File: src/design/swp_pkg.sv
// Package with the shared types and constants of the sparse wavefront profile unit.
`default_nettype none
package swp_pkg;

	localparam int IDX_W       = 10;
	localparam int ORDER_W     = 11;
	localparam int WF_W        = 12;
	localparam int SQ_W        = 2 * WF_W;
	localparam int MAXWF_W     = 11;
	localparam int MEAN_W      = 21;
	localparam int ROOT_W      = 11;
	localparam int BAND_W      = 10;
	localparam int DEF_MAX_ROWS = 1024;
	localparam int FIFO_DEPTH  = 4;

	localparam logic [ORDER_W-1:0] ORDER_RESET = 11'd1024;
	localparam logic [ORDER_W-1:0] MIN_NONE    = 11'h7FF;
	localparam logic [MAXWF_W-1:0] MAXWF_SAT   = 11'h7FF;
	localparam logic [MEAN_W-1:0]  MEAN_SAT    = 21'h1FFFFF;
	localparam logic [WF_W-1:0]    WF_ONE      = 12'd1;
	localparam logic [WF_W-1:0]    WF_MINUS_ONE = 12'hFFF;

	typedef struct packed {
		logic [IDX_W-1:0] row_index;
		logic [IDX_W-1:0] col_index;
		logic             row_done;
		logic             matrix_done;
	} swp_item_t;

	typedef struct packed {
		logic [MAXWF_W-1:0] peak_wavefront;
		logic [MEAN_W-1:0]  mean_square_wavefront;
		logic [ROOT_W-1:0]  wavefront_root;
		logic [BAND_W-1:0]  bandwidth;
	} swp_result_t;

	// Work handed from the front to the back through the queue.
	typedef struct packed {
		logic              do_close;
		logic              do_end;
		logic [IDX_W-1:0]  min_col;
		logic [IDX_W-1:0]  row;
		logic [BAND_W-1:0] band;
	} swp_cmd_t;

	typedef struct packed {
		logic              done;
		logic [MEAN_W-1:0] mean;
		logic [ROOT_W-1:0] root;
	} swp_stats_rsp_t;

	typedef enum logic [2:0] {
		BK_INIT,
		BK_IDLE,
		BK_RD_LO,
		BK_RD_HI,
		BK_WR_HI,
		BK_WALK,
		BK_DRAIN,
		BK_STATS
	} swp_back_state_t;

	typedef enum logic [1:0] {
		ST_IDLE,
		ST_DIV,
		ST_ROOT
	} swp_stats_state_t;

endpackage
`default_nettype wire

File: src/design/swp_fifo.sv
// Short command queue between the front end and the back end.
`default_nettype none
module swp_fifo
	import swp_pkg::*;
(
	input  wire logic     clk,
	input  wire logic     arst_n,
	input  wire logic     push,
	input  wire swp_cmd_t push_data,
	input  wire logic     pop,
	output swp_cmd_t      head,
	output logic          empty,
	output logic          full
);

	localparam int PTR_W = $clog2(FIFO_DEPTH);

	swp_cmd_t           slot_q [FIFO_DEPTH];
	logic [PTR_W-1:0]   wr_ptr_q;
	logic [PTR_W-1:0]   rd_ptr_q;
	logic [PTR_W:0]     count_q;

	assign empty = (count_q == '0);
	assign full  = (count_q == (PTR_W+1)'(FIFO_DEPTH));
	assign head  = slot_q[rd_ptr_q];

	always_ff @(posedge clk) begin
		if (push) begin
			slot_q[wr_ptr_q] <= push_data;
		end
	end

	always_ff @(posedge clk or negedge arst_n) begin
		if (!arst_n) begin
			wr_ptr_q <= '0;
			rd_ptr_q <= '0;
			count_q  <= '0;
		end else begin
			if (push) begin
				wr_ptr_q <= wr_ptr_q + PTR_W'(1);
			end
			if (pop) begin
				rd_ptr_q <= rd_ptr_q + PTR_W'(1);
			end
			if (push && !pop) begin
				count_q <= count_q + (PTR_W+1)'(1);
			end else if (pop && !push) begin
				count_q <= count_q - (PTR_W+1)'(1);
			end
		end
	end

endmodule
`default_nettype wire

File: config.mk
export PLATFORM = sky130hd
export DESIGN_NAME = swp_fifo
export DESIGN_NICKNAME = d
export VERILOG_FILES = /design/src/design/swp_pkg.sv /design/src/design/swp_fifo.sv
export SDC_FILE = /design/constraint.sdc
export NUM_CORES = 1
export LEC_CHECK = 0
export BUFFER_PORTS_ARGS = -buffer_cell sky130_fd_sc_hd__buf_2
export CORE_UTILIZATION = 40
export CTS_CLUSTER_DIAMETER = 60
export CTS_CLUSTER_SIZE = 20
export DETAILED_ROUTE_END_ITERATION = 8
export PLACE_DENSITY = 0.71
export SYNTH_ARGS = -nofsm -noshare
export SYNTH_HDL_FRONTEND = slang
export SYNTH_SLANG_ARGS = --single-unit
File: constraint.sdc
create_clock -name clk -period 3.2 [get_ports clk]
set_input_delay 0.8 -clock clk [delete_from_list [all_inputs] [get_ports clk]]
set_output_delay 0.8 -clock clk [all_outputs]
set_load 0.02 [all_outputs]
==> summary.log <==
qor: outcome.run_status finished, final reports clean
qor: global_route.grt_pass1_vias 2350
qor: synth.netlist_area 5060 um2
qor: setup_path.worstSetupPathType reg -> out
qor: synth.seq_area_frac_synth 79.4%
qor: final_layout.area_overhead_vs_synth 25.1%
qor: floorplan.rows 40
qor: clock_network.tritoncts yes
qor: timing.finalHoldViolCount 0
qor: pwr.p_switching 1780 uW
qor: timing.drv_slew 0
qor: clock_network.clockBufferDepth 2
qor: clock_network.cts_setup_buffers 0
qor: pwr.sequentialPowerShare 38.9%
qor: pwr.combPwrFrac 24.9%
qor: setup_path.cp_top_family multiplexers
qor: synth.synth_largest_type_area_fraction 76.0%
qor: flow_run.cap_viol_max_count 0
qor: pwr.power.leakage 0.00226 uW
qor: timing.tns 0 ns
qor: routing.route.detailed.wl_per_inst 17.2 um
qor: synth.syn_avg_cell_area 25.0 um2
qor: placement.port_buffers 69
qor: setup_path.critical_path.cell_chain buf_12 -> mux4_1 -> buf_2
qor: routing.drt_pass1_iterations 5
qor: synth.synth.distinct_cells 20
qor: placement.dp_hpwl 4880 um
qor: final_layout.design.final.nets 331
qor: timing.rsz_0062_raised_after_global_routing false
qor: global_route.antenna_found_initial 1
qor: pwr.power_total 6510 uW
qor: global_route.pin_count_of_the_biggest_net_entering_global_routing 34
qor: routing.number_of_nets_still_failing_antenna_checks_after_routing 0
qor: clock_network.post_cts_hold_buffer_count 0
qor: setup_path.worst_ep_required_time 2.40 ns
qor: synth.yosysWarningCount 0
qor: global_route.grtUsageTotal 13.6%
qor: timing.max_clock_freq 0.355 GHz
qor: placement.gp_congestion 0.688
qor: setup_path.cp.arrival 2.01 ns
qor: worst_hold_path.timing.hold.worst.class in -> async
qor: floorplan.floorplan.io_pins 70
qor: timing.post-route-period-util 88.0%
qor: synth.yosys-top-cells-area sky130_fd_sc_hd__edfxtp_1 76%, sky130_fd_sc_hd__mux4_2 12%, sky130_fd_sc_hd__dfrtp_1 3.5%
qor: routing.drt_drc_violations_left 0
qor: setup_path.slowest_stage sky130_fd_sc_hd__mux4_1
qor: placement.dp_slack 0.797 ns
qor: clock_network.worst_setup_hold_path_clk_slew 0.06 ns
qor: timing.tightestPinTransition 0.843 ns
qor: floorplan.dieWidth 114 um
qor: pwr.power_switching_share 27.3%
qor: floorplan.die_h 114 um
qor: placement.dpl-instance-area 5600 um2
qor: clock_network.insertion_delay 0.41 ns
qor: setup_path.worstPathMaxFanout 27
qor: synth.post-synth-top-area-cell sky130_fd_sc_hd__edfxtp_1
qor: pwr.worst_ir_drop_vdd 521 uV
qor: final_layout.drive_above_1_share 46.7%
qor: pwr.power.internal 4740 uW
qor: floorplan.initial_core_util 41.6%
qor: setup_path.cp_num_buf_inv 2
qor: synth.register_bit_total_from_synthesis 135
qor: routing.first_iter_violations 127
qor: pwr.power.share.clock 36.3%
qor: floorplan.floorplan.die_area 13100 um2
qor: final_layout.final_util 52.0%
qor: clock_network.cts.root.buffer_cell sky130_fd_sc_hd__clkbuf_16
qor: synth.post_synth_inst_count 202
qor: clock_network.cts_sinks 135
qor: clock_network.cts-htree-levels 4
qor: setup_path.worstSetupEndpointType primary output
qor: floorplan.core 12200 um2
qor: setup_path.slowest_delay 0.59 ns
qor: final_layout.finalInstanceArea 6330 um2
qor: routing.post_drt_via_cell_ratio 4.80
qor: pwr.power.density_cell_area 1030 nW/um2
qor: timing.clock_skew 0.00856 ns
qor: clock_network.cts_resized 0
qor: clock_network.cts_made_buffers 17
qor: timing.final_worst_setup_slack 0.385 ns
qor: timing.period_needed 2.81 ns
qor: routing.route.vias.total 2259
qor: timing.final-setup-viol-count 0
qor: routing.routed_wirelength 8110 um
qor: timing.relSlewSlack 43.8%
qor: global_route.grt_first_pass_wirelength 12300 um
qor: synth.synth_fp_nets 244
qor: global_route.globalRoute.totalOverflow 0
qor: setup_path.critical_path.startpoint_type flop
layout by cell type, fill, tap and decap left out, types with 2 or more instances in the layout:
cell type	n
sky130_fd_sc_hd__and2_2	4
sky130_fd_sc_hd__buf_2	69
sky130_fd_sc_hd__buf_4	6
sky130_fd_sc_hd__bufinv_16	9
sky130_fd_sc_hd__clkbuf_16	17
sky130_fd_sc_hd__clkinv_1	2
sky130_fd_sc_hd__clkinv_2	2
sky130_fd_sc_hd__dfrtp_1	5
sky130_fd_sc_hd__dfrtp_2	2
sky130_fd_sc_hd__edfxtp_1	128
sky130_fd_sc_hd__ha_1	5
sky130_fd_sc_hd__inv_1	4
sky130_fd_sc_hd__mux4_1	4
sky130_fd_sc_hd__mux4_2	28
sky130_fd_sc_hd__nand2_1	2
sky130_fd_sc_hd__xnor2_1	2
sky130_fd_sc_hd__xor2_1	4
power groups by stage:
stage | Sequential (uW) | Clock (uW) | Combinational [uW]
after floorplan | 2430 | 0 | 1330
after global placement | 2560 | 0 | 1660
after detailed placement | 2580 | 0 | 1660
after CTS | 2540 | 2400 | 1670
after global routing | 2570 | 2480 | 1750
final | 2530 | 2360 | 1620
flip-flops by register name, indices dropped and copies added, names as in the netlist:
signal,flops
count_q,3
rd_ptr_q,2
slot_q,128
wr_ptr_q,2
per-layer routing:
metal	vias up	wire, um	global-route usage, %	share of wire, %
met4	0	68	5.19	0.84
met2	63	4170	22.3	51
met3	6	463	6.09	5.7
li1	1019	-	-	-
met1	1171	3410	15.8	42
met5	-	0	0	0
area by class of cell:
| class | count | area (um2) |
|---|---|---|
| Antenna cell | 1 | 2.50 |
| Clock buffer | 17 | 425 |
| Clock inverter | 15 | 304 |
| Fill cell | 975 | 5830 |
| Inverter | 4 | 15.0 |
| Multi-Input combinational cell | 55 | 941 |
| Sequential cell | 135 | 4020 |
| Tap cell | 168 | 210 |
| Timing Repair Buffer | 76 | 410 |
worst paths after layout:
check | start | end | slack (ns) | cells after the start
setup / recovery | rd_ptr_q[0]$_DFFE_PN0P_ | head[28] | 0.39 | 3
hold / removal | arst_n | count_q[0]$_DFFE_PN0P_ | 0.22 | 1
setup reg to reg | wr_ptr_q[0]$_DFFE_PN0P_ | slot_q[0][29]$_DFFE_PP_ | 1.38 | 4
hold reg to reg | count_q[2]$_DFFE_PN0P_ | count_q[2]$_DFFE_PN0P_ | 0.50 | 1
max in group asynchronous | arst_n | rd_ptr_q[1]$_DFFE_PN0P_ | 2.80 | 1
min in group clk | count_q[2]$_DFFE_PN0P_ | count_q[2]$_DFFE_PN0P_ | 0.50 | 1
synthesized netlist by cell type:
library cell                 n
sky130_fd_sc_hd__buf_2       3
sky130_fd_sc_hd__mux4_1      4
sky130_fd_sc_hd__nor2_1      1
sky130_fd_sc_hd__mux4_2     28
sky130_fd_sc_hd__mux2_2      1
sky130_fd_sc_hd__o21ai_0     1
sky130_fd_sc_hd__ha_1        5
sky130_fd_sc_hd__edfxtp_1  128
sky130_fd_sc_hd__fa_1        1
sky130_fd_sc_hd__xor2_1      4
sky130_fd_sc_hd__xnor2_1     2
sky130_fd_sc_hd__buf_12      3
sky130_fd_sc_hd__dfrtp_1     7
sky130_fd_sc_hd__clkbuf_1    1
sky130_fd_sc_hd__and2_1      4
sky130_fd_sc_hd__nand2_1     2
sky130_fd_sc_hd__buf_6       1
sky130_fd_sc_hd__nor3b_1     1
sky130_fd_sc_hd__nor3_1      1
sky130_fd_sc_hd__inv_1       4
kinds of logic after synthesis:
family	share of synthesized area, %
adders and majority gates	1.63
muxes	14.8
and+or+nand+nor	0.964
AOI/OAI and AO/OA	0.0988
DFF	79.4
xor gates and xnor gates	1.04
buffers and inverters	2.08
per-stage QoR:
step	hold slack, ns	instances
5_1_grt	0.213	470
3_5_place_dp	0.484	438
4_1_cts	0.212	470
3_3_place_gp	0.486	438
6_report	0.219	471
2_1_floorplan	0.456	202
(Power assumes the default switching activity.)
