[src/design/swp_pkg.sv]
// Package with the shared types and constants of the sparse wavefront profile unit.
`default_nettype none
package swp_pkg;

	localparam int IDX_W       = 10;
	localparam int ORDER_W     = 11;
	localparam int WF_W        = 12;
	localparam int SQ_W        = 2 * WF_W;
	localparam int MAXWF_W     = 11;
	localparam int MEAN_W      = 21;
	localparam int ROOT_W      = 11;
	localparam int BAND_W      = 10;
	localparam int DEF_MAX_ROWS = 1024;
	localparam int FIFO_DEPTH  = 4;

	localparam logic [ORDER_W-1:0] ORDER_RESET = 11'd1024;
	localparam logic [ORDER_W-1:0] MIN_NONE    = 11'h7FF;
	localparam logic [MAXWF_W-1:0] MAXWF_SAT   = 11'h7FF;
	localparam logic [MEAN_W-1:0]  MEAN_SAT    = 21'h1FFFFF;
	localparam logic [WF_W-1:0]    WF_ONE      = 12'd1;
	localparam logic [WF_W-1:0]    WF_MINUS_ONE = 12'hFFF;

	typedef struct packed {
		logic [IDX_W-1:0] row_index;
		logic [IDX_W-1:0] col_index;
		logic             row_done;
		logic             matrix_done;
	} swp_item_t;

	typedef struct packed {
		logic [MAXWF_W-1:0] peak_wavefront;
		logic [MEAN_W-1:0]  mean_square_wavefront;
		logic [ROOT_W-1:0]  wavefront_root;
		logic [BAND_W-1:0]  bandwidth;
	} swp_result_t;

	// Work handed from the front to the back through the queue.
	typedef struct packed {
		logic              do_close;
		logic              do_end;
		logic [IDX_W-1:0]  min_col;
		logic [IDX_W-1:0]  row;
		logic [BAND_W-1:0] band;
	} swp_cmd_t;

	typedef struct packed {
		logic              done;
		logic [MEAN_W-1:0] mean;
		logic [ROOT_W-1:0] root;
	} swp_stats_rsp_t;

	typedef enum logic [2:0] {
		BK_INIT,
		BK_IDLE,
		BK_RD_LO,
		BK_RD_HI,
		BK_WR_HI,
		BK_WALK,
		BK_DRAIN,
		BK_STATS
	} swp_back_state_t;

	typedef enum logic [1:0] {
		ST_IDLE,
		ST_DIV,
		ST_ROOT
	} swp_stats_state_t;

endpackage
`default_nettype wire

[src/design/swp_front.sv]
// Front end: takes entries, tracks the open row's smallest column and the band.
`default_nettype none
module swp_front
	import swp_pkg::*;
#(
	parameter int CNT_W = 11
) (
	input  wire logic             clk,
	input  wire logic             arst_n,
	input  wire logic             accept,
	input  wire swp_item_t        item,
	input  wire logic [CNT_W-1:0] n_eff,
	output logic                  push,
	output swp_cmd_t              cmd
);

	logic [ORDER_W-1:0] min_col_q;
	logic [BAND_W-1:0]  band_q;
	logic [ORDER_W-1:0] new_min;
	logic               closing;
	logic               close_ok;
	logic [BAND_W-1:0]  row_band;
	logic [BAND_W-1:0]  new_band;

	always_comb begin
		new_min = ({1'b0, item.col_index} < min_col_q) ? {1'b0, item.col_index} : min_col_q;
		closing = item.row_done | item.matrix_done;
		close_ok = closing && (new_min <= {1'b0, item.row_index})
			&& (32'(item.row_index) < 32'(n_eff));
		row_band = item.row_index - new_min[IDX_W-1:0];
		new_band = (close_ok && (row_band > band_q)) ? row_band : band_q;
		push = accept & (close_ok | item.matrix_done);
		cmd.do_close = close_ok;
		cmd.do_end   = item.matrix_done;
		cmd.min_col  = new_min[IDX_W-1:0];
		cmd.row      = item.row_index;
		cmd.band     = new_band;
	end

	always_ff @(posedge clk or negedge arst_n) begin
		if (!arst_n) begin
			min_col_q <= MIN_NONE;
			band_q    <= '0;
		end else if (accept) begin
			min_col_q <= closing ? MIN_NONE : new_min;
			band_q    <= item.matrix_done ? '0 : new_band;
		end
	end

endmodule
`default_nettype wire

[config.mk]
export PLATFORM = sky130hd
export DESIGN_NAME = swp_front
export DESIGN_NICKNAME = d
export VERILOG_FILES = /design/src/design/swp_pkg.sv /design/src/design/swp_front.sv
export SDC_FILE = /design/constraint.sdc
export NUM_CORES = 1
export LEC_CHECK = 0
export BUFFER_PORTS_ARGS = -buffer_cell sky130_fd_sc_hd__buf_2
export CAP_MARGIN = 20
export CORE_UTILIZATION = 59
export DETAILED_ROUTE_END_ITERATION = 7
export HOLD_SLACK_MARGIN = 0.1
export PLACE_DENSITY = 0.87
export SKIP_LAST_GASP = 1
export SLEW_MARGIN = 0
export SYNTH_ARGS = -nofsm -noshare
export SYNTH_HDL_FRONTEND = slang
export SYNTH_SLANG_ARGS = --single-unit
[constraint.sdc]
create_clock -name clk -period 11.5 [get_ports clk]
set_clock_uncertainty 0.15 [all_clocks]
set_input_delay 0.575 -clock clk [delete_from_list [all_inputs] [get_ports clk]]
set_output_delay 0.575 -clock clk [all_outputs]
set_load 0.02 [all_outputs]
==> results of run 1 <==
[flip-flops by register name, summed over array words and instances (netlist names)]
signal	flops
min_col_q	11
band_q	10
[path summary, 6_finish.rpt]
path | endpoint | slack (ps) | cells past startpoint
setup reg to reg | band_q[2] | 5310 | 24
min in group clk | min_col_q[9] | 370 | 2
setup / recovery | cmd[2] | 4570 | 25
hold reg to reg | min_col_q[9] | 370 | 2
max in group asynchronous | min_col_q[9] | 10730 | 1
hold / removal | band_q[6] | 110 | 1
[synthesized netlist by cell type (all sizes together) (2+ instances only)]
| cell | n |
|---|---|
| a21o | 12 |
| clkbuf | 6 |
| a22oi | 7 |
| nand4 | 4 |
| a211oi | 4 |
| or2 | 2 |
| nor2b | 5 |
| inv | 60 |
| a32o | 3 |
| mux2 | 3 |
| o31ai | 5 |
| dfrtp | 10 |
| xnor2 | 3 |
| o21ai | 17 |
| o21a | 4 |
| o211ai | 4 |
| a21oi | 23 |
| nor2 | 24 |
| nand3 | 9 |
| buf | 15 |
| or3 | 3 |
| a31oi | 11 |
| nand2b | 2 |
| nor3 | 2 |
| ha | 47 |
| a2bb2oi | 2 |
| a2111oi | 2 |
| nand2 | 15 |
| xor2 | 5 |
| dfstp | 11 |
[critical path: stages, from the launching register on]
cell      delay, ps
dfstp_2         520
inv_1            60
ha_1            300
a21o_1          190
a31oi_1         190
o21ai_2         130
a21oi_2         630
nor2_1           80
a21oi_1         340
inv_1           140
ha_1            330
a21o_1          190
a21o_1          190
a31oi_1         280
nand2_1         110
o221ai_2        170
xor2_1          310
inv_1            80
ha_1            290
nand4_1         110
o32a_1          360
o21ai_1         180
or2_4           330
nor2_1           80
a21oi_1         140
buf_2           180
[layout make-up]
type / count / area (µm²) / area share [%]
multi-input combinational: 230 / 1830 / 59.8
sequential: 21 / 539 / 17.6
timing repair buffer: 69 / 348 / 11.4
inverter: 61 / 229 / 7.49
tap: 52 / 65.1 / 2.13
clock buffer: 3 / 41.3 / 1.35
clock inverter: 1 / 5.00 / 0.164
[layer usage]
metal | vias up | GRT usage [%]
met1 | 1181 | 35.2
met5 | - | 0
met2 | 80 | 50.4
met4 | 0 | 10.4
met3 | 14 | 3.17
li1 | 1258 | -
[cell families after synthesis]
logic type                 synth area share, %
xor gates and xnor gates                  2.84
DFF                                       19.7
buffers and inverters                     13.4
and+or+nand+nor                           12.1
muxes                                     1.60
adders and majority gates                 22.3
AOI/OAI and AO/OA                         28.1
[per-stage QoR]
step	setup WS (ps)	power [W]	cell area, µm²	utilization, %
floorplan	5440	0.000311	2730	-
global placement	5000	0.000370	3000	68.0
detailed placement	4730	0.000381	3000	68.0
CTS	4560	0.000433	3050	69.0
global route	4170	0.000469	3060	69.2
finish	4570	0.000434	3060	69.2
[cell usage in the layout, fill, tap and decap left out, types with 3 or more instances in the layout]
cell,count
clkbuf_8,3
ha_1,47
o21a_1,4
a21o_1,12
o21ai_0,3
xor2_1,5
a32o_1,3
nor2_1,23
o211ai_1,3
a31oi_1,11
buf_2,68
o21ai_1,13
dfrtp_1,10
o31ai_2,3
nand3_1,8
dfstp_2,11
a21oi_1,21
nor2b_1,5
inv_1,60
a22oi_1,7
nand4_1,4
nand2_1,15
[report_power, final]
group	total [W]	switching [W]	internal, W
Sequential	0.000104	0.0000124	0.0000917
Combinational	0.000278	0.000170	0.000108
Clock	0.0000517	0.0000275	0.0000242
Total	0.000434	0.000210	0.000224
==> flow_metrics.py, run 1 <==
metrics = {
    "clock_network": {
        "cts.sinks": 21,
        "cts_max_path_buffers": 2,
        "tritoncts": "built",
        "path_clk_slew_ps": 90,
        "postCtsResizedCells": 0,
        "hold_buffers": 0,
        "cts_setup_buffers": 0,
        "numCtsBuffers": 3,
        "clkLatencyLatePin_ps": 270,
        "cts_root_buf": "clkbuf_8",
        "htreeDepth": 1,
    },
    "layout": {
        "antenna_cells": 0,
        "flow.area_growth_from_synthesis_pct": 11.8,
        "fin_nets": 470,
        "fin_cells": 437,
        "nFillCells": 380,
        "drive_above_1_share_pct": 27.0,
    },
    "drt": {
        "m1WireLength_um": 2860,
        "vias": 2533,
        "dr_wl_met3_um": 252,
        "firstDrtPassIters": 5,
        "wl_per_cell_um": 15.1,
        "route.detailed.drc": 0,
        "first_iter_violations": 138,
        "ant_nets": 0,
        "totalWireLength_um": 6610,
        "via_per_inst": 5.80,
        "highest-signal-layer": "met4",
        "wl_met2_um": 3340,
    },
    "floorplanning": {
        "io_pins": 69,
        "initial_core_util_pct": 61.9,
        "die_x_um": 70.1,
        "fp-row-count": 24,
        "coreArea_um2": 4410,
        "dieArea_um2": 4910,
        "chipHeight_um": 70.1,
    },
    "grt": {
        "grt_start_max_net_pins": 23,
        "grt_pass1_vias": 2489,
        "antenna_found_initial": 0,
        "overflow": 0,
        "grt_first_pass_wirelength_um": 11200,
        "grt_util_all_layers_pct": 28.4,
    },
    "place": {
        "dp_cells": 432,
        "io_buffer_count": 68,
        "dp_hpwl_um": 5460,
        "gp_congestion": 0.879,
    },
    "pwr": {
        "peakVddDrop_v": 0.0000695,
        "p_leak_nw": 1.70,
        "pwr_density_cell_nw_per_um2": 142,
    },
    "run": {
        "drv_cap": 0,
    },
    "yosys": {
        "seq_area_frac_synth_pct": 19.7,
        "avgSynthCellArea_um2": 8.21,
        "async_reset_ff_share_pct": 100,
        "netlist_area_um2": 2730,
        "yosysWarningCount": 0,
        "synth_top_area_share_pct": 21.5,
        "syn_nets": 417,
        "synth-main-ff-cell": "dfstp_2",
        "ys_seq_elements": 21,
        "synth_top_area_cell": "ha_1",
        "ys_types": 59,
        "synth_edf_count": 0,
        "synthCells": 333,
        "synth.area.top_cells": "ha_1 22%, dfstp_2 11%, dfrtp_1 9.2%",
    },
    "critical_path": {
        "start_kind": "flip-flop",
        "critPathKind": "reg -> out",
        "cp.arrival_ps": 6200,
        "crit_fanout": 22,
        "end_kind": "output pin",
        "required_ps": 10780,
        "worstReg2RegStart": "min_col_q[2]",
        "startpoint": "min_col_q[2]",
    },
    "sta": {
        "relSlewSlack_pct": 49.5,
        "worst-slew-pin-transition_ps": 757,
        "drv_slew": 0,
        "tns_ps": 0,
        "final-hold-violation-count": 0,
        "layout_min_cycle_time_ps": 6930,
        "fmax_mhz": 144,
        "rsz0062_at_grt": "no",
        "post-route-period-util_pct": 60.3,
        "finalSetupViolations": 0,
        "hold_slack_ps": 111,
    },
    "min_path": {
        "hp-class": "in -> async",
    },
    "status": {
        "status": "complete, no violations",
    },
}
Note: power is estimated with default switching activity, not from simulation.
==> run 2, diff against run 1 <==
--- a/config.mk
+++ b/config.mk
@@ -5,12 +5,13 @@
 export SDC_FILE = /design/constraint.sdc
 export NUM_CORES = 1
 export LEC_CHECK = 0
+export ABC_AREA = 1
 export BUFFER_PORTS_ARGS = -buffer_cell sky130_fd_sc_hd__buf_2
 export CAP_MARGIN = 20
-export CORE_UTILIZATION = 59
+export CORE_UTILIZATION = 54
 export DETAILED_ROUTE_END_ITERATION = 7
 export HOLD_SLACK_MARGIN = 0.1
-export PLACE_DENSITY = 0.87
+export PLACE_DENSITY = 0.81
 export SKIP_LAST_GASP = 1
 export SLEW_MARGIN = 0
 export SYNTH_ARGS = -nofsm -noshare
==> constraint.sdc (replaced) <==
create_clock -name clk -period 7.1 [get_ports clk]
set_clock_uncertainty 0.15 [all_clocks]
set_input_delay 0.355 -clock clk [delete_from_list [all_inputs] [get_ports clk]]
set_output_delay 0.355 -clock clk [all_outputs]
set_load 0.02 [all_outputs]
==> flow_metrics.py, run 2 <==
metrics = {
    "yosys": {
        "seq_area_frac_synth_pct": 20.5,
        "synth-main-ff-cell": "dfstp_2",
        "async_reset_ff_share_pct": 100,
        "ys_types": 35,
        "synth_top_area_share_pct": 22.3,
        "yosysWarningCount": 0,
        "synth_top_area_cell": "ha_1",
        "synth.area.top_cells": "ha_1 22%, nand2_1 13%, inv_1 13%",
        "synthTopCellsByCount": "91 x nand2_1, 90 x inv_1, 47 x ha_1, 20 x a21oi_1, 20 x o21ai_0",
        "netlist_area_um2": 2640,
        "ys_seq_elements": 21,
        "synth.most_common_cell": "nand2_1",
        "syn_nets": 471,
        "synth_edf_count": 0,
        "synthCells": 387,
        "avgSynthCellArea_um2": 6.81,
    },
    "drt": {
        "via_per_inst": 5.18,
        "wl_per_cell_um": 12.5,
        "totalWireLength_um": 6370,
        "route.detailed.drc": 2,
        "firstDrtPassIters": 6,
        "vias": 2649,
        "first_iter_violations": 133,
        "ant_nets": 0,
    },
    "layout": {
        "nFillCells": 431,
        "largest_reg_flops": 11,
        "reg.largest.list": "min_col_q: 11 flops, band_q: 10 flops",
        "final_cell_mix": "91 x nand2_1, 90 x inv_1, 68 x buf_2",
        "flow.area_growth_from_synthesis_pct": 13.9,
        "fin_util_pct": 63.5,
        "drive_above_1_share_pct": 21.6,
        "final_common_cell": "nand2_1",
        "antenna_cells": 0,
        "top_register": "min_col_q",
        "fin_nets": 529,
    },
    "sta": {
        "worst-slew-pin-transition_ps": 586,
        "tns_ps": 0,
        "finalSetupViolations": 0,
        "post-route-period-util_pct": 84.0,
        "final-hold-violation-count": 0,
        "fmax_mhz": 168,
        "drv_slew": 0,
        "relSlewSlack_pct": 60.4,
        "layout_min_cycle_time_ps": 5960,
        "rsz0062_at_grt": "no",
    },
    "clock_network": {
        "clkLatencyLatePin_ps": 260,
        "postCtsResizedCells": 0,
        "cts_max_path_buffers": 2,
        "hold_buffers": 1,
        "cts.sinks": 21,
        "htreeDepth": 1,
        "tritoncts": "built",
        "numCtsBuffers": 3,
        "cts_root_buf": "clkbuf_8",
        "path_clk_slew_ps": 80,
        "cts_setup_buffers": 0,
    },
    "critical_path": {
        "end_kind": "output pin",
        "slowest_delay_ps": 550,
        "critPathKind": "reg -> out",
        "required_ps": 6590,
        "cp.arrival_ps": 5460,
        "critical-path-slowest-cell": "dfstp_2",
        "start_kind": "flip-flop",
        "crit_fanout": 18,
        "path_common_cell": "nand2_1",
    },
    "floorplanning": {
        "initial_core_util_pct": 55.8,
        "dieArea_um2": 5160,
        "io_pins": 69,
        "die_x_um": 71.9,
        "coreArea_um2": 4720,
        "fp-row-count": 25,
        "chipHeight_um": 71.9,
    },
    "min_path": {
        "hp-class": "in -> reg",
    },
    "place": {
        "gp_congestion": 0.910,
        "io_buffer_count": 68,
        "dp_hpwl_um": 5190,
    },
    "pwr": {
        "peakVddDrop_v": 0.0000913,
        "p_leak_nw": 1.81,
        "pwr_density_cell_nw_per_um2": 185,
    },
    "status": {
        "violations": "DRC",
        "status": "finished with violations",
    },
    "grt": {
        "overflow": 0,
        "grt_pass1_vias": 2434,
        "grt_util_all_layers_pct": 26.2,
        "antenna_found_initial": 0,
        "grt_start_max_net_pins": 22,
        "grt_first_pass_wirelength_um": 10800,
    },
    "run": {
        "drv_cap": 0,
    },
}
run 2: cell types whose count changed in the layout (fill, tap and decap cells not counted), moves of 7 or more:
cell     previous run  this run
a21o_1             12         0
a22oi_1             7         0
a31oi_1            11         1
inv_1              60        90
nand2_1            15        91
nand3_1             8        17
nor2_1             23        16
o21ai_0             3        20
o21ai_1            13         1
o22ai_1             1        10
run 2: cells by family (layout without fill, tap and decap cells):
logic type | Yosys count | after routing | share of synthesized area (%)
AO/OA/AOI/OAI | 64 | 64 | 14.2
XOR/XNOR | 3 | 3 | 0.997
adder cells (fa/ha/maj) | 48 | 48 | 23.1
buffers and inverters | 107 | 164 | 17.2
flip-flops | 21 | 21 | 20.5
AND/OR/NAND/NOR | 144 | 144 | 24.1
run 2: final cells by class:
| type | instances | area (µm²) | share of cell area (%) |
|---|---|---|---|
| Multi-Input combinational cell | 259 | 1640 | 54.7 |
| Tap cell | 67 | 83.8 | 2.79 |
| Sequential cell | 21 | 539 | 18.0 |
| Timing Repair Buffer | 69 | 350 | 11.7 |
| Inverter | 91 | 342 | 11.4 |
| Clock buffer | 4 | 45.0 | 1.50 |
run 2: through the flow:
step	power, W	worst slack [ps]	area (µm²)	hold slack [ps]	cells
5_1_grt	0.000605	756	3000	360	511
4_1_cts	0.000556	1190	3000	307	511
2_1_floorplan	0.000386	1850	2640	-90.6	387
6_report	0.000555	1140	3000	312	511
3_3_place_gp	0.000460	1680	2950	202	506
3_5_place_dp	0.000470	1500	2950	211	506
run 2: worst max-delay path: cells and delay by family (launching register included):
kind            cells  cell delay (ps)
compound gates      6             1180
simple gates       14             1760
flops               1              550
buf+inv             6              500
fa+ha+maj           4             1210
run 2: report_power, final:
group          switching, W  internal [W]
Sequential       0.00000839      0.000138
Clock             0.0000420     0.0000400
Combinational      0.000211      0.000115
run 2: worst paths after layout:
kind                                     end  depth (start not counted)         start  slack (ps)
min in group asynchronous          band_q[9]                          2        arst_n         450
max in group asynchronous       min_col_q[0]                          2        arst_n        6000
worst min register to register     band_q[6]                          2     band_q[6]         340
worst max register to register     band_q[7]                         31  min_col_q[2]        1780
worst min-delay path               band_q[7]                          4       item[0]         310
worst max-delay path                  cmd[6]                         30  min_col_q[2]        1140
run 2: layer usage:
| layer | share of wire [%] | wire length (µm) | vias to the layer above | global-route usage, % |
|---|---|---|---|---|
| met2 | 46 | 2940 | 102 | 44.4 |
| met1 | 46 | 2950 | 1208 | 35.7 |
| li1 | - | - | 1329 | - |
| met4 | 2.0 | 127 | 0 | 7.41 |
| met3 | 5.5 | 351 | 10 | 2.39 |
| met5 | 0 | 0 | - | 0 |
