`config.mk`:
```
export PLATFORM = sky130hd
export DESIGN_NAME = swp_stats
export DESIGN_NICKNAME = d
export VERILOG_FILES = /design/src/design/swp_pkg.sv /design/src/design/swp_stats.sv
export SDC_FILE = /design/constraint.sdc
export NUM_CORES = 1
export LEC_CHECK = 0
export BUFFER_PORTS_ARGS = -buffer_cell sky130_fd_sc_hd__clkbuf_2
export CAP_MARGIN = 20
export CORE_UTILIZATION = 50
export DETAILED_ROUTE_END_ITERATION = 12
export PLACE_DENSITY = 0.72
export RECOVER_POWER = 100
export SYNTH_ARGS = -nofsm -noshare
export SYNTH_HDL_FRONTEND = slang
export SYNTH_SLANG_ARGS = --single-unit
```
`constraint.sdc`:
```
create_clock -name clk -period 4.8 [get_ports clk]
set_input_delay 0.96 -clock clk [delete_from_list [all_inputs] [get_ports clk]]
set_output_delay 0.96 -clock clk [all_outputs]
set_load 0.01 [all_outputs]
```
`src/design/swp_pkg.sv`:
```
// Package with the shared types and constants of the sparse wavefront profile unit.
`default_nettype none
package swp_pkg;

	localparam int IDX_W       = 10;
	localparam int ORDER_W     = 11;
	localparam int WF_W        = 12;
	localparam int SQ_W        = 2 * WF_W;
	localparam int MAXWF_W     = 11;
	localparam int MEAN_W      = 21;
	localparam int ROOT_W      = 11;
	localparam int BAND_W      = 10;
	localparam int DEF_MAX_ROWS = 1024;
	localparam int FIFO_DEPTH  = 4;

	localparam logic [ORDER_W-1:0] ORDER_RESET = 11'd1024;
	localparam logic [ORDER_W-1:0] MIN_NONE    = 11'h7FF;
	localparam logic [MAXWF_W-1:0] MAXWF_SAT   = 11'h7FF;
	localparam logic [MEAN_W-1:0]  MEAN_SAT    = 21'h1FFFFF;
	localparam logic [WF_W-1:0]    WF_ONE      = 12'd1;
	localparam logic [WF_W-1:0]    WF_MINUS_ONE = 12'hFFF;

	typedef struct packed {
		logic [IDX_W-1:0] row_index;
		logic [IDX_W-1:0] col_index;
		logic             row_done;
		logic             matrix_done;
	} swp_item_t;

	typedef struct packed {
		logic [MAXWF_W-1:0] peak_wavefront;
		logic [MEAN_W-1:0]  mean_square_wavefront;
		logic [ROOT_W-1:0]  wavefront_root;
		logic [BAND_W-1:0]  bandwidth;
	} swp_result_t;

	// Work handed from the front to the back through the queue.
	typedef struct packed {
		logic              do_close;
		logic              do_end;
		logic [IDX_W-1:0]  min_col;
		logic [IDX_W-1:0]  row;
		logic [BAND_W-1:0] band;
	} swp_cmd_t;

	typedef struct packed {
		logic              done;
		logic [MEAN_W-1:0] mean;
		logic [ROOT_W-1:0] root;
	} swp_stats_rsp_t;

	typedef enum logic [2:0] {
		BK_INIT,
		BK_IDLE,
		BK_RD_LO,
		BK_RD_HI,
		BK_WR_HI,
		BK_WALK,
		BK_DRAIN,
		BK_STATS
	} swp_back_state_t;

	typedef enum logic [1:0] {
		ST_IDLE,
		ST_DIV,
		ST_ROOT
	} swp_stats_state_t;

endpackage
`default_nettype wire

```
`src/design/swp_stats.sv`:
```
// Sequential divider and integer square root for the mean-square result.
`default_nettype none
module swp_stats
	import swp_pkg::*;
#(
	parameter int SUM_W = 35,
	parameter int CNT_W = 11
) (
	input  wire logic             clk,
	input  wire logic             arst_n,
	input  wire logic             start,
	input  wire logic [SUM_W-1:0] sum,
	input  wire logic [CNT_W-1:0] divisor,
	output swp_stats_rsp_t        rsp
);

	localparam int STEP_W = $clog2(SUM_W + 1);

	swp_stats_state_t   state_q, state_d;
	logic [SUM_W-1:0]   num_q;
	logic [CNT_W-1:0]   rem_q;
	logic [STEP_W-1:0]  step_q;
	logic [CNT_W:0]     rem_shift;
	logic               rem_ge;
	logic [MEAN_W-1:0]  mean_sat;
	logic [MEAN_W-1:0]  v_q;
	logic [MEAN_W:0]    res_q;
	logic [MEAN_W:0]    bit_q;
	logic [MEAN_W:0]    trial;
	logic               div_last;
	logic               root_last;
	logic               done_q;
	logic [MEAN_W-1:0]  mean_q;

	always_comb begin
		rem_shift = {rem_q, num_q[SUM_W-1]};
		rem_ge    = (rem_shift >= {1'b0, divisor});
		div_last  = (step_q == STEP_W'(SUM_W - 1));
		// Final quotient including this cycle's bit, saturated to the mean width.
		mean_sat  = (|num_q[SUM_W-2:MEAN_W-1]) ? MEAN_SAT : {num_q[MEAN_W-2:0], rem_ge};
		trial     = res_q + bit_q;
		root_last = (bit_q == (MEAN_W+1)'(1));
	end

	always_comb begin
		state_d = state_q;
		case (state_q)
			ST_IDLE: begin
				if (start) begin
					state_d = ST_DIV;
				end
			end
			ST_DIV: begin
				if (div_last) begin
					state_d = ST_ROOT;
				end
			end
			ST_ROOT: begin
				if (root_last) begin
					state_d = ST_IDLE;
				end
			end
			default: begin
				state_d = ST_IDLE;
			end
		endcase
	end

	always_ff @(posedge clk or negedge arst_n) begin
		if (!arst_n) begin
			state_q <= ST_IDLE;
			done_q  <= 1'b0;
		end else begin
			state_q <= state_d;
			done_q  <= (state_q == ST_ROOT) && root_last;
		end
	end

	always_ff @(posedge clk) begin
		case (state_q)
			ST_IDLE: begin
				num_q  <= sum;
				rem_q  <= '0;
				step_q <= '0;
			end
			ST_DIV: begin
				// Restoring division, one quotient bit per cycle shifted into num_q.
				rem_q  <= rem_ge ? CNT_W'(rem_shift - {1'b0, divisor}) : rem_shift[CNT_W-1:0];
				num_q  <= {num_q[SUM_W-2:0], rem_ge};
				step_q <= step_q + STEP_W'(1);
				if (div_last) begin
					// The saturated quotient becomes the root's working value.
					v_q    <= mean_sat;
					mean_q <= mean_sat;
					res_q  <= '0;
					bit_q  <= (MEAN_W+1)'(1) << (MEAN_W - 1);
				end
			end
			ST_ROOT: begin
				if ({1'b0, v_q} >= trial) begin
					v_q   <= MEAN_W'({1'b0, v_q} - trial);
					res_q <= (res_q >> 1) + bit_q;
				end else begin
					res_q <= res_q >> 1;
				end
				bit_q <= bit_q >> 2;
			end
			default: begin
			end
		endcase
	end

	assign rsp.done = done_q;
	assign rsp.mean = mean_q;
	assign rsp.root = res_q[ROOT_W-1:0];

endmodule
`default_nettype wire

```
==> flow_metrics.tcl, run 1 <==
set metrics [dict create \
    status "finished, violations left" \
    violations "capacitance limit, slew limit" \
    final_hold_viol_count 0 \
    drive_gt1_frac 0.144 \
    numCtsBuffers 17 \
    placement.cell_area_mm2 0.00907 \
    ios 82 \
    gp_congestion 0.852 \
    syn_area_mm2 0.00851 \
    cts_resized 0 \
    initial_utilization 0.513 \
    max_freq_mhz 224 \
    tightest_slew_ps 2860 \
    yosys_warnings 0 \
    critPathArrivalTime_ps 4630 \
    grt_util_met1 0.329 \
    hp-class "input port to asynchronous set/reset pin" \
    setup_viol 0 \
    final_cell_area_mm2 0.00949 \
    htreeDepth 4 \
    final_cell_mix "158 x nand2_1, 127 x edfxtp_1, 65 x a21oi_1" \
    grt_pass1_vias 6156 \
    rsz0062_at_grt "no" \
    setup_slack_ps 344 \
    cts_buffer_depth 2 \
    yosysTopAreaCell "edfxtp_1" \
    dp_hpwl_um 13600 \
    maxCapViolCount 2 \
    dr.pass1.iters 5 \
    path_delay_family "compound AO/OA/AOI/OAI gates" \
    cts.sinks 130 \
    die_h_um 132 \
    slew_headroom -0.908 \
    viasPerCell 5.69 \
    synth_edf_count 127 \
    cpMaxStageDelayCell "edfxtp_1" \
    cts_setup_buffers 0 \
    drt-total-wl_um 19400 \
    grt_first_pass_wirelength_um 31700 \
    top_usage_layer "met2" \
    overflow 0 \
    setup_tns_ps 0 \
    finalCritPeriodShare 0.928 \
    die_w_um 132 \
    ant_nets 0 \
    path_class "register to register" \
    yosysSeqAreaShare 0.457 \
    period_needed_ps 4460 \
    async_reset_ff_frac 0.0231 \
    fin_skew_ps 10.6 \
    grt_max_degree 54 \
    yosysTopAreaCellShare 0.448 \
    ys_seq_elements 130 \
    slew_violations 106 \
    drc 0 \
    wire_per_inst_um 16.6 \
    end_kind "register" \
    clock-root-buffer "clkbuf_16" \
    core-area_mm2 0.0166 \
    syn_area_per_cell_um2 9.83 \
    power_leakage_nw 3.58 \
    antenna_found_initial 0 \
    clkTransAtPathRegs_ps 60 \
    synth_cell_types 63 \
    area_growth_pct 11.5 \
    cts_tree "done" \
    nets 1048 \
    drtIter0Drc 490 \
    met3_usage 0.0521 \
    met2_usage 0.348 \
    portBuffers 81 \
    fillers 1481 \
    worst_setup_path_start_kind "register" \
    path_cells "ha_1, a31oi_4, a211oi_2, a211o_1, nor3_1, nor2_1, a21oi_1, xnor2_1, ha_1, a21oi_1, o211ai_1, a21oi_1, o311ai_0, nand2_1, nor2_1, clkbuf_4, a31o_2" \
    clock_latency_ps 420 \
    row_count 47 \
    crit_path_max_incr_delay_ps 470 \
    syn_inst 865 \
    crit_buf_inv 1 \
    worstPathRequired_ps 4970 \
    path_max_fanout 11 \
    die_area_mm2 0.0175 \
    holdWs_ps 364 \
    synthFlopType "edfxtp_1" \
    ir_drop_mv 0.362 \
    hold_buffers 0 \
    dr_total_vias 6663 \
    dp_slack_ps 453 \
    grtUsageTotal 0.229 \
    power_density_mw_per_mm2 479 \
    final_common_cell "nand2_1" \
    synth.area.top_cells "edfxtp_1 45%, ha_1 8.5%, nand2_1 7.0%" \
    synth_nets 974 \
    path_common_cell "a21oi_1" \
    antenna_cells 0 \
]
==> state kept, by name (all words and copies together), names as in the netlist <==
register	cells
done_q	1
rem_q	11
step_q	6
v_q	21
res_q	22
mean_q	21
state_q	2
num_q	35
bit_q	11
==> report_power, final <==
part	internal (mW)	switching (mW)
clock network	0.656	0.499
logic	0.614	0.962
registers	1.64	0.174
==> path summary, 6_finish.rpt <==
path,slack (ps),cells after the start,startpoint,end
min in group clk,520,1,state_q[1],state_q[0]
worst min register to register,520,1,state_q[1],state_q[0]
worst max-delay path,340,17,res_q[2],res_q[19]
worst min-delay path,360,1,arst_n,state_q[0]
worst max register to register,340,17,res_q[2],res_q[19]
max in group asynchronous,4250,1,arst_n,done_q
==> cell type report <==
class,instances,area [um2],share of cell area
clock buffers,19,433,0.0456
clock inverters,13,88.8,0.00936
inverters,27,101,0.0107
multi-input cells,667,4250,0.448
flip-flops and latches,130,3890,0.410
well taps,220,275,0.0290
repair buffers,96,445,0.0470
==> logic make-up after synthesis <==
family                   synth area share
AND/OR/NAND/NOR                     0.180
AO/OA/AOI/OAI                       0.172
flip-flops                          0.457
buffers and inverters              0.0400
adder cells (fa/ha/maj)            0.0900
XOR/XNOR                           0.0546
multiplexers                      0.00618
==> routing by layer <==
metal | vias to the layer above | routed length, um | part of all wire
li1 | 3295 | - | -
met1 | 3121 | 9100 | 0.47
met2 | 227 | 8680 | 0.45
met3 | 20 | 1400 | 0.072
met4 | 0 | 223 | 0.011
met5 | - | 0 | 0
==> synth_stat cells, types with 15 or more instances <==
library cell	count
nand2_1	158
edfxtp_1	127
nor2_1	65
a21oi_1	59
ha_1	58
o21ai_0	36
inv_1	27
or2_2	27
xnor2_1	27
xor2_1	26
clkbuf_1	21
a31oi_1	18
a211oi_1	16
nand3_1	15
==> stage by stage <==
stage                util  total power [mW]  std cells
floorplan               -              3.04        865
global placement    0.547              3.36       1140
detailed placement  0.547              3.41       1140
CTS                 0.579              4.57       1172
global route        0.572              4.85       1172
finish              0.572              4.54       1172
(Power assumes the default switching activity.)
==> run 2: changes to the inputs <==
--- a/constraint.sdc
+++ b/constraint.sdc
@@ -3,2 +3,2 @@
 set_output_delay 0.96 -clock clk [all_outputs]
-set_load 0.01 [all_outputs]
+set_load 0.1 [all_outputs]
==> run 2 against run 1 <==
Compared with the run above: the run still ends with capacitance limit, slew limit left; critical endpoint unchanged; register-to-register slack improved by 20 ps; clock-buffer cell count is the same; sequential cell count is the same; largest cell class unchanged; first-iteration DRC count is 1.2% higher; non-clock buffer count unchanged; final area hardly changed; die area did not move; setup slack better by 16 ps; final cell count did not move; clock skew about the same; hold slack barely moved.
==> flow_metrics.tcl, run 2 (synthesized netlist as in run 1, its figures left out) <==
set metrics [dict create \
    wire_per_inst_um 16.6 \
    swShare 0.367 \
    grt_max_degree 54 \
    dr_total_vias 6657 \
    cts_setup_buffers 0 \
    initial_utilization 0.513 \
    die_w_um 132 \
    dp_slack_ps 453 \
    finalCritPeriodShare 0.925 \
    critPathArrivalTime_ps 4610 \
    regMostFlops "num_q" \
    pwr-share-comb 0.354 \
    antenna_found_initial 0 \
    final_cell_mix "158 x nand2_1, 127 x edfxtp_1, 65 x a21oi_1" \
    r2r_end "res_q[19]" \
    numCtsBuffers 17 \
    end_kind "register" \
    r2r_slack_ps 360 \
    met3_usage 0.0521 \
    p_seq_frac 0.394 \
    grt_first_pass_wirelength_um 31700 \
    row_count 47 \
    crit_end "res_q[19]" \
    final_hold_viol_count 0 \
    worstPathRequired_ps 4970 \
    top_regs "num_q: 35 flops, res_q: 22 flops" \
    worst_r2r_path_depth 17 \
    slew_headroom -0.904 \
    ir_drop_mv 0.363 \
    period_needed_ps 4440 \
    status "finished, violations left" \
    gp_congestion 0.852 \
    path_cells "ha_1, a31oi_4, a211oi_2, a211o_1, nor3_1, nor2_1, a21oi_1, xnor2_1, ha_1, a21oi_1, o211ai_1, a21oi_1, o311ai_0, nand2_1, nor2_1, clkbuf_4, a31o_2" \
    grt_util_met1 0.329 \
    drtIter0Drc 496 \
    rsz0062_at_grt "no" \
    maxCapViolCount 2 \
    dr.pass1.iters 5 \
    clkTransAtPathRegs_ps 60 \
    max_freq_mhz 225 \
    worst_setup_path_start_kind "register" \
    cpMaxStageDelayCell "edfxtp_1" \
    p_clk_frac 0.252 \
    p_total_mw 4.59 \
    overflow 0 \
    area_growth_pct 11.6 \
    htreeDepth 4 \
    power_leakage_nw 3.59 \
    violations "capacitance limit, slew limit" \
    drt-total-wl_um 19400 \
    crit_buf_inv 1 \
    top_usage_layer "met2" \
    clock-root-buffer "clkbuf_16" \
    met2_usage 0.348 \
    tightest_slew_ps 2860 \
    path_class "register to register" \
    die_area_mm2 0.0175 \
    nets 1048 \
    die_h_um 132 \
    seq_area_mm2 0.00389 \
    power_switching_mw 1.69 \
    final_common_cell "nand2_1" \
    clock_latency_ps 420 \
    ant_nets 0 \
    core-area_mm2 0.0166 \
    cts_resized 0 \
    slew_violations 106 \
    crit_path_max_incr_delay_ps 470 \
    path_delay_family "compound AO/OA/AOI/OAI gates" \
    grt_pass1_vias 6156 \
    cp_num_cells 17 \
    largest_reg_flops 35 \
    drc 0 \
    antenna_cells 0 \
    multi_input_area_mm2 0.00425 \
    grtUsageTotal 0.229 \
    setup_viol 0 \
    setup_tns_ps 0 \
    reg2reg_from "res_q[2]" \
    ios 82 \
    drive_gt1_frac 0.144 \
    cts_buffer_depth 2 \
    fin_skew_ps 11.0 \
    hold_buffers 0 \
    portBuffers 81 \
    crit_path_start "res_q[2]" \
    power_density_mw_per_mm2 484 \
    viasPerCell 5.68 \
    path_common_cell "a21oi_1" \
    cts_tree "done" \
    path_max_fanout 11 \
    setup_slack_ps 360 \
    fillers 1479 \
    dp_hpwl_um 13600 \
    power.internal_mw 2.91 \
    hp-class "input port to asynchronous set/reset pin" \
    cts.sinks 130 \
]
run 2: cell types whose count changed in the layout (fill, tap and decap cells not counted), sizes merged:
| cell | before | now |
|---|---|---|
| buf | 3 | 6 |
| clkbuf | 112 | 109 |
run 2: layout make-up:
| cell class | instances | area share |
|---|---|---|
| clock buffers | 19 | 0.0456 |
| clock inverters | 13 | 0.00936 |
| inverters | 27 | 0.0107 |
| multi-input cells | 667 | 0.448 |
| flip-flops and latches | 130 | 0.410 |
| well taps | 220 | 0.0290 |
| repair buffers | 96 | 0.0477 |
run 2: worst min-delay path by stage:
stage	endpoint	slack (ps)	depth (start not counted)	from
floorplan	state_q[0]	430	1	state_q[1]
global placement	state_q[0]	500	1	state_q[1]
detailed placement	num_q[4]	520	2	num_q[3]
CTS	state_q[0]	330	1	arst_n
global route	state_q[0]	360	1	arst_n
finish	state_q[0]	360	1	arst_n
run 2: power groups by stage:
stage / clock (mW) / sequential (mW) / combinational (mW)
2_1_floorplan: 0 / 1.77 / 1.32
3_3_place_gp: 0 / 1.81 / 1.60
3_5_place_dp: 0 / 1.83 / 1.63
4_1_cts: 1.17 / 1.81 / 1.65
5_1_grt: 1.22 / 1.84 / 1.85
6_report: 1.16 / 1.81 / 1.63
run 2: stage by stage:
| stage | utilization | hold slack, ps | instance area [um2] | cells |
|---|---|---|---|---|
| floorplan | - | 427 | 8510 | 865 |
| global placement | 0.547 | 505 | 9070 | 1140 |
| detailed placement | 0.547 | 519 | 9070 | 1140 |
| CTS | 0.579 | 334 | 9600 | 1172 |
| global route | 0.573 | 360 | 9490 | 1172 |
| finish | 0.573 | 363 | 9490 | 1172 |
run 2: per-layer routing:
| layer | vias up | part of all wire | wire length (um) |
|---|---|---|---|
| li1 | 3296 | - | - |
| met1 | 3118 | 0.47 | 9180 |
| met2 | 223 | 0.45 | 8700 |
| met3 | 20 | 0.069 | 1350 |
| met4 | 0 | 0.011 | 214 |
| met5 | - | 0 | 0 |
==> run 3: changes to the inputs <==
PLACE_DENSITY = 0.69   (was 0.72)
clock period = 4.1 ns   (was 4.8 ns; I/O delays follow)
==> run 3 against run 2 <==
Compared with the run above: the run still ends with capacitance limit, slew limit left; final cell count grew 2.6%; critical path type unchanged; largest cell class unchanged; critical endpoint is now res_q[17]; sequential share of layout area shrank 2.0 points; via count grew 0.60%; largest power group unchanged.
==> flow_metrics.tcl, run 3 (synthesized netlist as in run 1, its figures left out) <==
set metrics [dict create \
    hold_buffers 0 \
    path_class "register to register" \
    worstPathRequired_ps 4270 \
    htreeDepth 4 \
    final_core_util 0.602 \
    dr_total_vias 6697 \
    path_max_fanout 10 \
    numCtsBuffers 17 \
    p_seq_frac 0.371 \
    cts_tree "done" \
    slew_violations 54 \
    slew_headroom -0.877 \
    grt_max_degree 54 \
    violations "capacitance limit, slew limit" \
    critPathArrivalTime_ps 4110 \
    regMostFlops "num_q" \
    power.internal_mw 3.69 \
    drtIter0Drc 441 \
    swShare 0.352 \
    clkTransAtPathRegs_ps 60 \
    gp_congestion 0.866 \
    viasPerCell 5.57 \
    hp-class "input port to asynchronous set/reset pin" \
    status "finished, violations left" \
    ant_nets 0 \
    grt_pass1_vias 6387 \
    max_freq_mhz 254 \
    die_h_um 132 \
    clock-root-buffer "clkbuf_16" \
    setup_slack_ps 163 \
    holdWs_ps 205 \
    die_w_um 132 \
    drive_gt1_frac 0.201 \
    grt_first_pass_wirelength_um 31700 \
    fillers 1440 \
    portBuffers 81 \
    top_regs "num_q: 35 flops, res_q: 22 flops" \
    power_density_mw_per_mm2 569 \
    dr.pass1.iters 5 \
    placement.cell_area_mm2 0.00932 \
    grtUsageTotal 0.230 \
    die_area_mm2 0.0175 \
    core-area_mm2 0.0166 \
    tightest_slew_ps 2820 \
    period_needed_ps 3940 \
    p_total_mw 5.68 \
    final_cell_mix "158 x nand2_1, 127 x edfxtp_1, 63 x nor2_1" \
    dp_hpwl_um 14000 \
    cts.sinks 130 \
    antenna_cells 0 \
    power_switching_mw 2.00 \
    p_clk_frac 0.264 \
    power_leakage_nw 3.81 \
    drt-total-wl_um 19400 \
    antenna_found_initial 0 \
    ir_drop_mv 0.386 \
    pwr-share-comb 0.365 \
    wire_per_inst_um 16.2 \
    initial_utilization 0.513 \
    worst_setup_path_start_kind "register" \
    dp_slack_ps 55.1 \
    finalCritPeriodShare 0.960 \
    ios 82 \
    fin_skew_ps 5.73 \
    end_kind "register" \
    row_count 47 \
    final_common_cell "nand2_1" \
    final_cell_area_mm2 0.00999 \
    clock_latency_ps 420 \
    cts_buffer_depth 2 \
    overflow 0 \
    maxCapViolCount 1 \
    nets 1081 \
    area_growth_pct 17.4 \
    setup_viol 0 \
    drc 0 \
    largest_reg_flops 35 \
    final_hold_viol_count 0 \
]
==> run 3: cell count changes in the layout (fill, tap and decap cells not counted), moves of 4 or more <==
cell and delta:
a21oi_1 -11, a21oi_2 +11, o311ai_1 +6, ha_1 -4, o311ai_0 -8, buf_4 +36
==> run 3: what timing repair did <==
item | 4_1_cts | 5_1_grt
endpoints found under the setup margin | 0 | 51
gates resized for setup | 0 | 31
buffers inserted | 0 | 5
==> run 3: layout make-up <==
type	count	area, um2	share of cell area
inverters	27	101	0.0101
repair buffers	129	738	0.0739
well taps	220	275	0.0276
clock inverters	10	138	0.0138
multi-input cells	667	4410	0.442
flip-flops and latches	130	3890	0.389
clock buffers	20	437	0.0437
==> run 3: layer usage <==
layer  GRT usage  wire length, um  part of all wire
met5           0                0                 0
met3      0.0467             1050             0.054
met4      0.0862              280             0.014
met2       0.335             8370              0.43
met1       0.338             9730              0.50
==> run 3: per-stage QoR <==
stage / TNS, ps / std cells
after floorplan: 0 / 865
after global placement: 0 / 1168
after detailed placement: 0 / 1168
after CTS: 0 / 1198
after global routing: -74.1 / 1203
final: 0 / 1203
==> run 3: final timing paths <==
check	startpoint	end	slack (ps)	depth (start not counted)
setup / recovery	res_q[2]	res_q[17]	160	18
hold / removal	arst_n	done_q	200	1
setup reg to reg	res_q[2]	res_q[17]	160	18
hold reg to reg	state_q[1]	state_q[0]	470	1
max in group asynchronous	arst_n	state_q[0]	3730	1
min in group clk	state_q[1]	state_q[0]	470	1
==> run 3: critical path: stages (launching register included) <==
cell and delay, ps:
edfxtp_1 400, ha_2 350, a31oi_4 180, a211oi_2 110, a211o_1 370, buf_4 160, a31oi_1 230, xor2_1 220
ha_1 290, buf_4 170, and4_1 200, and3_1 210, nand2_1 70, nand2_1 60, nand2_1 60, buf_4 180
nor2_2 60, buf_4 170, a31o_2 200
==> run 3: power groups by stage <==
stage               Combinational (mW)  Sequential (mW)  Clock (mW)
detailed placement                2.02             2.13           0
global route                      2.35             2.15        1.58
CTS                               2.03             2.10        1.53
finish                            2.08             2.11        1.50
global placement                  1.98             2.11           0
floorplan                         1.54             2.08           0
